### config.mk
export PLATFORM = sky130hd
export DESIGN_NAME = eight_bit_teaching_cpu_step_core
export DESIGN_NICKNAME = d
export VERILOG_FILES = /design/src/rtl/tcpu_pkg.sv /design/src/rtl/eight_bit_teaching_cpu_step_core.sv /design/src/rtl/tcpu_front.sv /design/src/rtl/tcpu_back.sv
export SDC_FILE = /design/constraint.sdc
export NUM_CORES = 2
export LEC_CHECK = 0
export BUFFER_PORTS_ARGS = -buffer_cell sky130_fd_sc_hd__buf_4
export CAP_MARGIN = 20
export CORE_MARGIN = 2
export CORE_UTILIZATION = 45
export CTS_CLUSTER_SIZE = 16
export DETAILED_ROUTE_END_ITERATION = 16
export HOLD_SLACK_MARGIN = 0.02
export PLACE_DENSITY = 0.62
export SYNTH_ARGS = -nofsm -noshare
export SYNTH_HDL_FRONTEND = slang
export SYNTH_SLANG_ARGS = --single-unit
### constraint.sdc
create_clock -name aclk -period 13.5 [get_ports aclk]
set_input_delay 1.35 -clock aclk [delete_from_list [all_inputs] [get_ports aclk]]
set_output_delay 1.35 -clock aclk [all_outputs]
set_load 0.01 [all_outputs]
### src/rtl/tcpu_pkg.sv
package tcpu_pkg;

    // Input action codes
    localparam logic [1:0] ACT_WRITE = 2'd0;
    localparam logic [1:0] ACT_EXEC  = 2'd1;
    localparam logic [1:0] ACT_HALT  = 2'd2;

    // Result status codes
    localparam logic [2:0] STAT_OK         = 3'd0;
    localparam logic [2:0] STAT_HALT       = 3'd1;
    localparam logic [2:0] STAT_INVALID    = 3'd2;
    localparam logic [2:0] STAT_PROTECTED  = 3'd3;
    localparam logic [2:0] STAT_NO_PROGRAM = 3'd4;

    // Instruction opcodes
    localparam logic [3:0] OP_LOAD_MEM = 4'h1;
    localparam logic [3:0] OP_LOAD_IMM = 4'h2;
    localparam logic [3:0] OP_STORE    = 4'h3;
    localparam logic [3:0] OP_MOVE     = 4'h4;
    localparam logic [3:0] OP_ADD      = 4'h5;
    localparam logic [3:0] OP_JUMP_EQ  = 4'hB;
    localparam logic [3:0] OP_HALT     = 4'hC;

    // Configuration register indexes and reset values
    localparam logic CFG_PROG_START = 1'b0;
    localparam logic CFG_PROG_END   = 1'b1;
    localparam logic [7:0] PROG_START_RST = 8'd16;
    localparam logic [7:0] PROG_END_RST   = 8'd16;

    // Register holding the compare value for jump-if-equal
    localparam logic [3:0] REG_ZERO = 4'd0;

    typedef struct packed {
        logic [1:0] action;
        logic [7:0] address;
        logic [7:0] data;
    } in_item_t;

    typedef struct packed {
        logic        out_valid;
        logic [7:0]  out_byte;
        logic [2:0]  status;
        logic [7:0]  pc_now;
        logic [15:0] instr_now;
    } out_item_t;

    // Classified command passed from front to back
    typedef enum logic [1:0] {
        CMD_WRITE,
        CMD_EXEC,
        CMD_HALT,
        CMD_NOP
    } cmd_kind_t;

    typedef struct packed {
        cmd_kind_t  kind;
        logic [7:0] address;
        logic [7:0] data;
    } cmd_t;

endpackage

### src/rtl/eight_bit_teaching_cpu_step_core.sv
// Eight-bit teaching processor, one step per input item, always one result item per input.
// A front queue of QUEUE_DEPTH entries (2 or more) takes items while the back end works or
// waits on m_ready. The back end reads the 256-byte memory and the one-read-port register
// file once per cycle, which sets the order: a byte write, a halt or an unused action goes
// from idle to the result; an execute fetches two bytes and executes, with a second execute
// state for add and jump-if-equal. Memory and registers clear at once by per-entry valid flags,
// so reset and halt need no clearing pass. Write prog_start and prog_end only while idle.
module eight_bit_teaching_cpu_step_core #(
    parameter int QUEUE_DEPTH = 2
) (
    input  logic                aclk,
    input  logic                aresetn,
    input  logic                cfg_wr_en,
    input  logic                cfg_index,
    input  logic [7:0]          cfg_wdata,
    input  logic                s_valid,
    output logic                s_ready,
    input  tcpu_pkg::in_item_t  s_data,
    output logic                m_valid,
    input  logic                m_ready,
    output tcpu_pkg::out_item_t m_data
);

    logic [7:0]     prog_start_reg;
    logic [7:0]     prog_end_reg;
    logic           cmd_valid, cmd_ready;
    tcpu_pkg::cmd_t cmd;

    // Configuration registers
    always_ff @(posedge aclk) begin
        if (!aresetn) begin
            prog_start_reg <= tcpu_pkg::PROG_START_RST;
            prog_end_reg   <= tcpu_pkg::PROG_END_RST;
        end else if (cfg_wr_en) begin
            if (cfg_index == tcpu_pkg::CFG_PROG_START) begin
                prog_start_reg <= cfg_wdata;
            end
            if (cfg_index == tcpu_pkg::CFG_PROG_END) begin
                prog_end_reg <= cfg_wdata;
            end
        end
    end

    tcpu_front #(
        .QUEUE_DEPTH(QUEUE_DEPTH)
    ) u_front (
        .aclk      (aclk),
        .aresetn   (aresetn),
        .s_valid   (s_valid),
        .s_ready   (s_ready),
        .s_data    (s_data),
        .cmd_valid (cmd_valid),
        .cmd_ready (cmd_ready),
        .cmd       (cmd)
    );

    tcpu_back u_back (
        .aclk       (aclk),
        .aresetn    (aresetn),
        .prog_start (prog_start_reg),
        .prog_end   (prog_end_reg),
        .cmd_valid  (cmd_valid),
        .cmd_ready  (cmd_ready),
        .cmd        (cmd),
        .m_valid    (m_valid),
        .m_ready    (m_ready),
        .m_data     (m_data)
    );

endmodule

### src/rtl/tcpu_front.sv
module tcpu_front #(
    parameter int QUEUE_DEPTH = 2
) (
    input  logic               aclk,
    input  logic               aresetn,
    input  logic               s_valid,
    output logic               s_ready,
    input  tcpu_pkg::in_item_t s_data,
    output logic               cmd_valid,
    input  logic               cmd_ready,
    output tcpu_pkg::cmd_t     cmd
);

    localparam int PTR_W = $clog2(QUEUE_DEPTH);
    localparam int CNT_W = $clog2(QUEUE_DEPTH + 1);

    tcpu_pkg::cmd_t   queue_reg [QUEUE_DEPTH];
    logic [PTR_W-1:0] wr_ptr_reg, wr_ptr_next;
    logic [PTR_W-1:0] rd_ptr_reg, rd_ptr_next;
    logic [CNT_W-1:0] count_reg, count_next;
    tcpu_pkg::cmd_t   cmd_in;
    logic             push, pop;

    // Classify the incoming item
    always_comb begin
        cmd_in.address = s_data.address;
        cmd_in.data    = s_data.data;
        case (s_data.action)
            tcpu_pkg::ACT_WRITE: cmd_in.kind = tcpu_pkg::CMD_WRITE;
            tcpu_pkg::ACT_EXEC:  cmd_in.kind = tcpu_pkg::CMD_EXEC;
            tcpu_pkg::ACT_HALT:  cmd_in.kind = tcpu_pkg::CMD_HALT;
            default:             cmd_in.kind = tcpu_pkg::CMD_NOP;
        endcase
    end

    assign s_ready   = (count_reg != CNT_W'(QUEUE_DEPTH));
    assign cmd_valid = (count_reg != '0);
    assign cmd       = queue_reg[rd_ptr_reg];
    assign push      = s_valid && s_ready;
    assign pop       = cmd_valid && cmd_ready;

    // Advance pointers and fill count
    always_comb begin
        wr_ptr_next = wr_ptr_reg;
        rd_ptr_next = rd_ptr_reg;
        count_next  = count_reg;
        if (push) begin
            wr_ptr_next = (wr_ptr_reg == PTR_W'(QUEUE_DEPTH - 1)) ? '0
                                                                  : PTR_W'(wr_ptr_reg + 1'b1);
        end
        if (pop) begin
            rd_ptr_next = (rd_ptr_reg == PTR_W'(QUEUE_DEPTH - 1)) ? '0
                                                                  : PTR_W'(rd_ptr_reg + 1'b1);
        end
        if (push && !pop) begin
            count_next = CNT_W'(count_reg + 1'b1);
        end else if (pop && !push) begin
            count_next = CNT_W'(count_reg - 1'b1);
        end
    end

    always_ff @(posedge aclk) begin
        if (!aresetn) begin
            wr_ptr_reg <= '0;
            rd_ptr_reg <= '0;
            count_reg  <= '0;
        end else begin
            wr_ptr_reg <= wr_ptr_next;
            rd_ptr_reg <= rd_ptr_next;
            count_reg  <= count_next;
        end
    end

    // Store the classified item
    always_ff @(posedge aclk) begin
        if (push) begin
            queue_reg[wr_ptr_reg] <= cmd_in;
        end
    end

endmodule

### src/rtl/tcpu_back.sv
module tcpu_back (
    input  logic                aclk,
    input  logic                aresetn,
    input  logic [7:0]          prog_start,
    input  logic [7:0]          prog_end,
    input  logic                cmd_valid,
    output logic                cmd_ready,
    input  tcpu_pkg::cmd_t      cmd,
    output logic                m_valid,
    input  logic                m_ready,
    output tcpu_pkg::out_item_t m_data
);

    typedef enum logic [5:0] {
        ST_IDLE     = 6'b000001,
        ST_FETCH_HI = 6'b000010,
        ST_FETCH_LO = 6'b000100,
        ST_EXEC     = 6'b001000,
        ST_EXEC2    = 6'b010000,
        ST_OUT      = 6'b100000
    } state_t;

    state_t              state_reg, state_next;
    logic [7:0]          pc_reg, pc_next;
    logic [7:0]          hi_reg, hi_next;
    logic [15:0]         ir_reg, ir_next;
    logic [7:0]          a_reg, a_next;
    tcpu_pkg::out_item_t res_reg, res_next;

    // Main memory: one write and one registered read per cycle
    logic [7:0]   mem [256];
    logic [255:0] mem_vld_reg;
    logic [7:0]   mem_rd_reg;
    logic         mem_rd_vld_reg;
    logic [7:0]   mem_raddr, mem_waddr, mem_wdata, mem_byte;
    logic         mem_we;

    // Register file: one write and one registered read per cycle
    logic [7:0]   rf [16];
    logic [15:0]  rf_vld_reg;
    logic [7:0]   rf_rd_reg;
    logic         rf_rd_vld_reg;
    logic [3:0]   rf_raddr, rf_waddr;
    logic [7:0]   rf_wdata, rf_byte;
    logic         rf_we;

    logic         clear;

    // Entries never written since the last clear read as zero
    assign mem_byte = mem_rd_vld_reg ? mem_rd_reg : 8'd0;
    assign rf_byte  = rf_rd_vld_reg ? rf_rd_reg : 8'd0;

    assign m_valid = (state_reg == ST_OUT);
    assign m_data  = res_reg;

    // Sequence one command
    always_comb begin
        logic [3:0] op, r, t;
        logic [7:0] xy;
        logic [3:0] fop;

        op  = ir_reg[15:12];
        r   = ir_reg[11:8];
        t   = ir_reg[3:0];
        xy  = ir_reg[7:0];
        fop = hi_reg[7:4];

        state_next = state_reg;
        pc_next    = pc_reg;
        hi_next    = hi_reg;
        ir_next    = ir_reg;
        a_next     = a_reg;
        res_next   = res_reg;
        cmd_ready  = 1'b0;
        mem_raddr  = pc_reg;
        mem_we     = 1'b0;
        mem_waddr  = cmd.address;
        mem_wdata  = cmd.data;
        rf_raddr   = r;
        rf_we      = 1'b0;
        rf_waddr   = r;
        rf_wdata   = mem_byte;
        clear      = 1'b0;

        case (state_reg)
            ST_IDLE: begin
                cmd_ready          = 1'b1;
                res_next.out_valid = 1'b0;
                res_next.out_byte  = 8'd0;
                res_next.status    = tcpu_pkg::STAT_OK;
                res_next.pc_now    = pc_reg;
                res_next.instr_now = 16'd0;
                if (cmd_valid) begin
                    state_next = ST_OUT;
                    case (cmd.kind)
                        tcpu_pkg::CMD_WRITE: begin
                            mem_we = 1'b1;
                        end
                        tcpu_pkg::CMD_HALT: begin
                            clear           = 1'b1;
                            pc_next         = prog_start;
                            res_next.status = tcpu_pkg::STAT_HALT;
                            res_next.pc_now = prog_start;
                        end
                        tcpu_pkg::CMD_EXEC: begin
                            state_next = ST_FETCH_HI;
                        end
                        default: begin
                        end
                    endcase
                end
            end

            ST_FETCH_HI: begin
                if (mem_byte == 8'd0) begin
                    clear           = 1'b1;
                    pc_next         = prog_start;
                    res_next.status = tcpu_pkg::STAT_NO_PROGRAM;
                    res_next.pc_now = prog_start;
                    state_next      = ST_OUT;
                end else begin
                    hi_next    = mem_byte;
                    mem_raddr  = 8'(pc_reg + 8'd1);
                    state_next = ST_FETCH_LO;
                end
            end

            ST_FETCH_LO: begin
                // Latch the word, fetch the XY operand byte and first register
                ir_next   = {hi_reg, mem_byte};
                pc_next   = 8'(pc_reg + 8'd2);
                mem_raddr = mem_byte;
                if (fop == tcpu_pkg::OP_MOVE || fop == tcpu_pkg::OP_ADD) begin
                    rf_raddr = mem_byte[7:4];
                end else begin
                    rf_raddr = hi_reg[3:0];
                end
                state_next = ST_EXEC;
            end

            ST_EXEC: begin
                res_next.instr_now = ir_reg;
                res_next.pc_now    = pc_reg;
                state_next         = ST_OUT;
                case (op)
                    tcpu_pkg::OP_LOAD_MEM: begin
                        rf_we = 1'b1;
                    end
                    tcpu_pkg::OP_LOAD_IMM: begin
                        rf_we    = 1'b1;
                        rf_wdata = xy;
                    end
                    tcpu_pkg::OP_STORE: begin
                        if (xy == 8'd0) begin
                            res_next.out_valid = 1'b1;
                            res_next.out_byte  = rf_byte;
                        end else if (xy > prog_start && xy < prog_end) begin
                            clear           = 1'b1;
                            pc_next         = prog_start;
                            res_next.status = tcpu_pkg::STAT_PROTECTED;
                            res_next.pc_now = prog_start;
                        end else begin
                            mem_we    = 1'b1;
                            mem_waddr = xy;
                            mem_wdata = rf_byte;
                        end
                    end
                    tcpu_pkg::OP_MOVE: begin
                        rf_we    = 1'b1;
                        rf_waddr = t;
                        rf_wdata = rf_byte;
                    end
                    tcpu_pkg::OP_ADD: begin
                        a_next     = rf_byte;
                        rf_raddr   = t;
                        state_next = ST_EXEC2;
                    end
                    tcpu_pkg::OP_JUMP_EQ: begin
                        a_next     = rf_byte;
                        rf_raddr   = tcpu_pkg::REG_ZERO;
                        state_next = ST_EXEC2;
                    end
                    tcpu_pkg::OP_HALT: begin
                        clear           = 1'b1;
                        pc_next         = prog_start;
                        res_next.status = tcpu_pkg::STAT_HALT;
                        res_next.pc_now = prog_start;
                    end
                    default: begin
                        clear           = 1'b1;
                        pc_next         = prog_start;
                        res_next.status = tcpu_pkg::STAT_INVALID;
                        res_next.pc_now = prog_start;
                    end
                endcase
            end

            ST_EXEC2: begin
                // Second register operand is ready
                if (op == tcpu_pkg::OP_ADD) begin
                    rf_we    = 1'b1;
                    rf_wdata = 8'(a_reg + rf_byte);
                end else if (a_reg == rf_byte) begin
                    pc_next = xy;
                end
                res_next.pc_now = pc_next;
                state_next      = ST_OUT;
            end

            ST_OUT: begin
                if (m_ready) begin
                    state_next = ST_IDLE;
                end
            end

            default: begin
                state_next = ST_IDLE;
            end
        endcase
    end

    always_ff @(posedge aclk) begin
        if (!aresetn) begin
            state_reg <= ST_IDLE;
            pc_reg    <= tcpu_pkg::PROG_START_RST;
        end else begin
            state_reg <= state_next;
            pc_reg    <= pc_next;
        end
    end

    always_ff @(posedge aclk) begin
        hi_reg  <= hi_next;
        ir_reg  <= ir_next;
        a_reg   <= a_next;
        res_reg <= res_next;
    end

    // Valid flags: drop all at once on reset and on every clear
    always_ff @(posedge aclk) begin
        if (!aresetn || clear) begin
            mem_vld_reg <= '0;
            rf_vld_reg  <= '0;
        end else begin
            if (mem_we) begin
                mem_vld_reg[mem_waddr] <= 1'b1;
            end
            if (rf_we) begin
                rf_vld_reg[rf_waddr] <= 1'b1;
            end
        end
    end

    // Memory arrays
    always_ff @(posedge aclk) begin
        if (mem_we) begin
            mem[mem_waddr] <= mem_wdata;
        end
        mem_rd_reg     <= mem[mem_raddr];
        mem_rd_vld_reg <= mem_vld_reg[mem_raddr] && !clear;
    end

    always_ff @(posedge aclk) begin
        if (rf_we) begin
            rf[rf_waddr] <= rf_wdata;
        end
        rf_rd_reg     <= rf[rf_raddr];
        rf_rd_vld_reg <= rf_vld_reg[rf_raddr] && !clear;
    end

endmodule

After elaboration in Yosys (flattened, before gate mapping)
Memories as Yosys holds them, arrays and structs flattened. A register that Yosys moved wholly into a read port is not among the register bits. Cells that the tools add are included.

Shift-type cells: 0. Magnitude comparators: 8. Equal/unequal tests: 30. $add $sub $neg: 7. Div/mod/pow operators: 0. Reductions and logical operators: 37. Mux-type cells: 85. Bitwise operators: 4. Multipliers: 0.

Operator list (number): bitwise OR 256 bit (1); 2-to-1 mux 8 bit (19); one-hot mux 8 bit (2 select lines) (4); 2-to-1 mux 11 bit (4); one-hot mux 8 bit (5 select lines) (1); one-hot mux 6 bit (6 select lines) (1); one-hot mux 11 bit (3 select lines) (1); one-hot mux 16 bit (2 select lines) (1); one-hot mux 8 bit (4 select lines) (1); 2-to-1 mux 6 bit (5); 2-to-1 mux 1 bit (27); 2-to-1 mux 9 bit (3); less-than comparator 8 x 9 -> 1 bit, second input constant (2); one-hot mux 9 bit (2 select lines) (1); == test 4 x 3 -> 1 bit, second input constant (4); zero test 8 bit (2); bitwise OR 16 bit (1); one-hot mux 4 bit (2 select lines) (2); 2-to-1 mux 4 bit (3); AND reduction 2 bit (6); less-than comparator 4 x 5 -> 1 bit, second input constant (2); inequality test 2 bit, second input constant (5); logical AND 1 bit (9); one-hot mux 3 bit (3 select lines) (1); 47 further kinds (65).

Bits in registers: 376. Logic and storage cells: 193. Memory bits (read-only): 0. RAM bits: 2212. Bits in latches: 0. Memories: 3. Output and inout bits: 38. Input bits: 32.

Memory list: u_back.mem (depth 256, bits a word 8, read ports 1, clocked after Yosys merged registers in 1, wr ports 1, line tcpu_back.sv:31) `logic [7:0] mem [256];`; u_back.rf (depth 16, bits a word 8, read ports 1, clocked after Yosys merged registers in 1, wr ports 1, line tcpu_back.sv:39) `logic [7:0] rf [16];`; u_front.queue_reg (depth 2, bits a word 18, read ports 1, clocked after Yosys merged registers in 1, wr ports 1, line tcpu_front.sv:17) `tcpu_pkg::cmd_t queue_reg [QUEUE_DEPTH];`.

Depth between registers and ports, before layout
Depth in word-level cells: 11. Depth in mapped cells: 18. Mapped depth without buffers: 13.

Modules after synthesis
A second synthesis with hierarchy kept.

Cells, all modules: 8697. Area, all modules: 105989.2 um2.

By module, submodules not included: tcpu_back (seq. area each 73470.5 um2, times used 1, cells each 8552, area an instance 103804.6 um2); tcpu_front (seq. area each 1181.1 um2, times used 1, cells each 82, area an instance 1546.5 um2); eight_bit_teaching_cpu_step_core (seq. area each 320.3 um2, times used 1, cells each 63, area an instance 638.1 um2).

Worst setup path before layout
No wires, ideal clock.

Kind: register -> register. From: reg u_back.ir_reg[0]. To: mem u_back.mem[0][5] (data pin). Path slack: -0.849 ns. Arrival: 12.162 ns. Path buffers: 3. Library setup time: 2.187 ns. Stages on the path, launching flop included: 13. Data required time: 11.313 ns. Period minus slack after synthesis: 14.349 ns. Cells stage by stage: edfxtp_1 > clkbuf_1 > nand2b_1 > a21o_1 > a21o_1 > a21o_1 > a21o_1 > a21oi_1 > o21a_1 > buf_2 > nor2_1 > clkbuf_1 > o21ai_0.

Longest elaborated chain between the ends: 6. Elaborated cells between the ends (all ways): 8. Those cells by class: order compare (2); mux (4); reduce/logical (2).

Ends and longest elaborated chain: start: declaration (line tcpu_back.sv:26) `logic [15:0] ir_reg, ir_next;`; start signal: assignment (line tcpu_back.sv:234) `ir_reg <= ir_next;`; > comparator 8 bit / less-than comparator 8 bit (equally long branches) (line tcpu_back.sv:157) `end else if (xy > prog_start && xy < prog_end) begin`; logical AND 1 bit (line tcpu_back.sv:157); 2-to-1 mux 8 bit (line tcpu_back.sv:157); 2-to-1 mux 8 bit * (line tcpu_back.sv:154) `if (xy == 8'd0) begin`; 2-to-1 mux 8 bit * (line tcpu_back.sv:145) `case (op)`; 2-to-1 mux 8 bit * (line tcpu_back.sv:85) `case (state_reg)`; named net u_back.mem_wdata[5] (line tcpu_back.sv:35) `logic [7:0] mem_raddr, mem_waddr, mem_wdata, mem_byte;`; end: declaration (line tcpu_back.sv:31).

The timed path passes the listed nets; every way through them passes the cells marked *.

Worst setup path in the final report
From: reg u_back.mem_rd_reg[5] (read register of u_back.mem). To: reg u_back.mem_rd_reg[2] (read register of u_back.mem).

Longest elaborated chain between the ends: 4.

Ends and longest elaborated chain: start: declaration (line tcpu_back.sv:33) `logic [7:0] mem_rd_reg;`; 2-to-1 mux 8 bit * (line tcpu_back.sv:50) `assign mem_byte = mem_rd_vld_reg ? mem_rd_reg : 8'd0;`; zero test 8 bit (line tcpu_back.sv:115) `if (mem_byte == 8'd0) begin`; 2-to-1 mux 8 bit (line tcpu_back.sv:115); one-hot mux 8 bit (2 select lines) * (line tcpu_back.sv:85).

Mark *: on every way between the ends. The rest lies on a longest branch, timed or not. A chain may end at the register's enable or synchronous reset.

==> results.json <==
{
  "status": "finished clean",
  "grt_usage_pct": 25.7,
  "drive_above_1_share_pct": 9.37,
  "drt-initial-drc-count": 9760,
  "die-area_um2": 241000,
  "htreeDepth": 5,
  "critPathMaxFanout": 75,
  "rr_startpoint": "u_back.mem_rd_reg[5]",
  "avgSynthCellArea_um2": 12.5,
  "yosys.cell_count.top_type": "edfxtp_1",
  "syn_nets": 8573,
  "finalSetupTns_ns": 0,
  "synth_seq_cells": 2605,
  "yosys.area.top_type_share_pct": 64.3,
  "finClkSkew_ns": 0.0765,
  "synth_cell_type_count": 87,
  "cts.path.max_buffers": 4,
  "largest_register_ffs": 2048,
  "top_layer": "met5",
  "n_antenna_cell": 0,
  "synth_edf_count": 2280,
  "synthesis.area_um2": 107000,
  "cts-buffers-inserted": 283,
  "gp_congestion": 0.900,
  "root_buffer": "clkbuf_16",
  "cts_sinks": 2605,
  "synthArstFlopShare_pct": 0,
  "ys.flop_type": "edfxtp_1",
  "period_share_pct": 53.8,
  "antenna_found_initial": 14,
  "core_um2": 235000,
  "synth_cells": 8515,
  "ir_worst_vdd_mv": 0.142,
  "drv_slew": 0,
  "min_period_ns": 7.27,
  "worstHoldStart": "u_back.hi_reg[4]",
  "setup_slack_ns": 6.23,
  "ys_seq_area_share_pct": 70.4,
  "io_pins": 70,
  "detail-route-antenna-nets": 0,
  "vias": 73000,
  "met1_length_um": 130000,
  "rsz0062_at_grt": "no",
  "critPathCaptureType": "flip-flop",
  "final_util_pct": 50.7,
  "routed_wl_um": 320000,
  "worstSetupStartpointType": "flip-flop",
  "yosys_warnings": 0,
  "cts_tree": "done",
  "drc": 0,
  "grt_max_degree": 231,
  "place_hpwl_um": 180000,
  "p_leak_nw": 39.9,
  "dr.pass1.iters": 8,
  "vias_per_cell": 6.16,
  "syn2layout_area_growth_pct": 12.0,
  "slew_headroom_pct": 15.6,
  "power_density_nw_per_um2": 192,
  "worstMarginPinSlew_ns": 1.27,
  "wl_met3_um": 32500,
  "hold_viol_final": 0,
  "worstPathArrival_ns": 8.14,
  "wl_met2_um": 144000,
  "nNetsFinal": 8552,
  "min_path_type": "reg -> reg",
  "clkLatencyLatePin_ns": 0.93,
  "io_buffers": 69,
  "synth_commonest_cells": "edfxtp_1 (2,280), nand2_1 (1,949), nand3_1 (819), dfxtp_1 (325), a211oi_1 (290)",
  "rows": 178,
  "dp_slack_ns": 6.65,
  "crit_type": "reg -> reg",
  "yosysTopAreaCell": "edfxtp_1",
  "post_cts.repair.setup_buffers": 0,
  "crit_start": "u_back.mem_rd_reg[5]",
  "grt_pass1_vias": 68400,
  "die_w_um": 491,
  "grt_overflow_total": 0,
  "ys_top_cells_by_area": "edfxtp_1 (64%), nand2_1 (6.9%), dfxtp_1 (6.1%), nand3_1 (3.8%), a311oi_1 (2.1%)",
  "maxCapViolCount": 0,
  "cp.required_ns": 14.37,
  "setup-violations-final": 0,
  "clk_pin_slew_ns": 0.06,
  "fmax_mhz": 138,
  "fp.dieH_um": 491,
  "grt_pass1_wl_um": 467000,
  "post_cts_resized": 0,
  "ctsHoldBuffers": 0,
  "initial_core_util_pct": 45.3,
  "wl_per_cell_um": 27.0
}
[routing by layer]
layer | vias up | global-route usage (%)
li1 | 31900 | -
met3 | 647 | 4.99
met4 | 8 | 10.1
met2 | 3898 | 39.2
met1 | 36600 | 36.4
met5 | - | 0
[worst paths after layout]
| kind | endpoint | slack (ns) | cells after the start |
|---|---|---|---|
| max | u_back.mem_rd_reg[2] | 6.23 | 14 |
| min reg2reg | u_back.ir_reg[12] | 0.44 | 0 |
| max reg2reg | u_back.mem_rd_reg[2] | 6.23 | 14 |
| min | u_back.ir_reg[12] | 0.44 | 0 |
[critical path, cell delays in order, from the launching register on]
cell and delay, ns:
dfxtp_1 0.41, nor4_1 0.76, a21boi_0 0.49, mux2_8 0.71
and2_4 0.59, buf_4 0.56, buf_4 0.70, buf_4 0.78
nand2_1 0.11, a311oi_1 0.33, a31oi_1 0.08, a22oi_1 0.36
nand4_1 0.52, a221oi_1 0.46, mux2_2 0.24
[report_power, final]
group / switching (mW) / internal (mW) / total [mW] / leakage, nW
Combinational: 4.51 / 1.50 / 6.01 / 12.4
Sequential: 0.0822 / 9.48 / 9.56 / 23.2
Clock: 3.05 / 4.35 / 7.39 / 4.25
Total: 7.64 / 15.3 / 23.0 / 39.9
[cells in the final DEF, fill, tap and decap left out, drive strengths merged, types with 13 or more instances in the layout]
cell type  netlist  routed
o22ai           16      16
a221oi          16      16
buf            386     346
clkinv           4      67
o21ai           74      74
clkbuf         266     408
a21oi           88      88
a32oi           15      15
a311oi         260     260
dfxtp          325     325
o211ai          17      17
bufinv           0      13
nor2           232     232
mux2i           67      67
nand3          819     819
a211oi         290     290
and3           257     257
ha              25      25
nand2b          20      20
nor2b           20      20
edfxtp        2280    2280
nand2         1950    1950
nor3           200     200
a22oi           44      44
inv             46      49
nand4           26      26
a22o            35      35
and2            62      62
a31oi          207     207
o21a           277     277
nor4            25      25
[final cells by class]
type | instances | area [um^2]
fill | 20000 | 116000
sequential | 2605 | 75000
multi-input combinational | 5208 | 28700
clock buffer | 408 | 8000
tap | 3150 | 3940
timing repair buffer | 346 | 2800
clock inverter | 82 | 719
inverter | 50 | 188
[stage by stage]
step | instances | hold WS, ns | area, um^2 | power [mW]
after floorplan | 8515 | 0.400 | 107000 | 13.8
after global placement | 11300 | 0.403 | 110000 | 15.5
after detailed placement | 11400 | 0.405 | 111000 | 15.6
after CTS | 11800 | 0.446 | 119000 | 22.9
after global routing | 11800 | 0.445 | 119000 | 23.7
final | 11800 | 0.443 | 119000 | 23.0
[cell families (layout without fill, tap and decap cells)]
group | count (synthesis) | in the layout | share of synthesized area (%)
xor+xnor | 18 | 18 | 0.148
buf+inv | 702 | 886 | 3.18
mux | 78 | 78 | 0.777
flops | 2605 | 2605 | 70.4
compound gates | 1435 | 1435 | 10.0
fa+ha+maj | 26 | 26 | 0.312
simple gates | 3651 | 3651 | 15.2
Power figures use the tool's default switching activity.
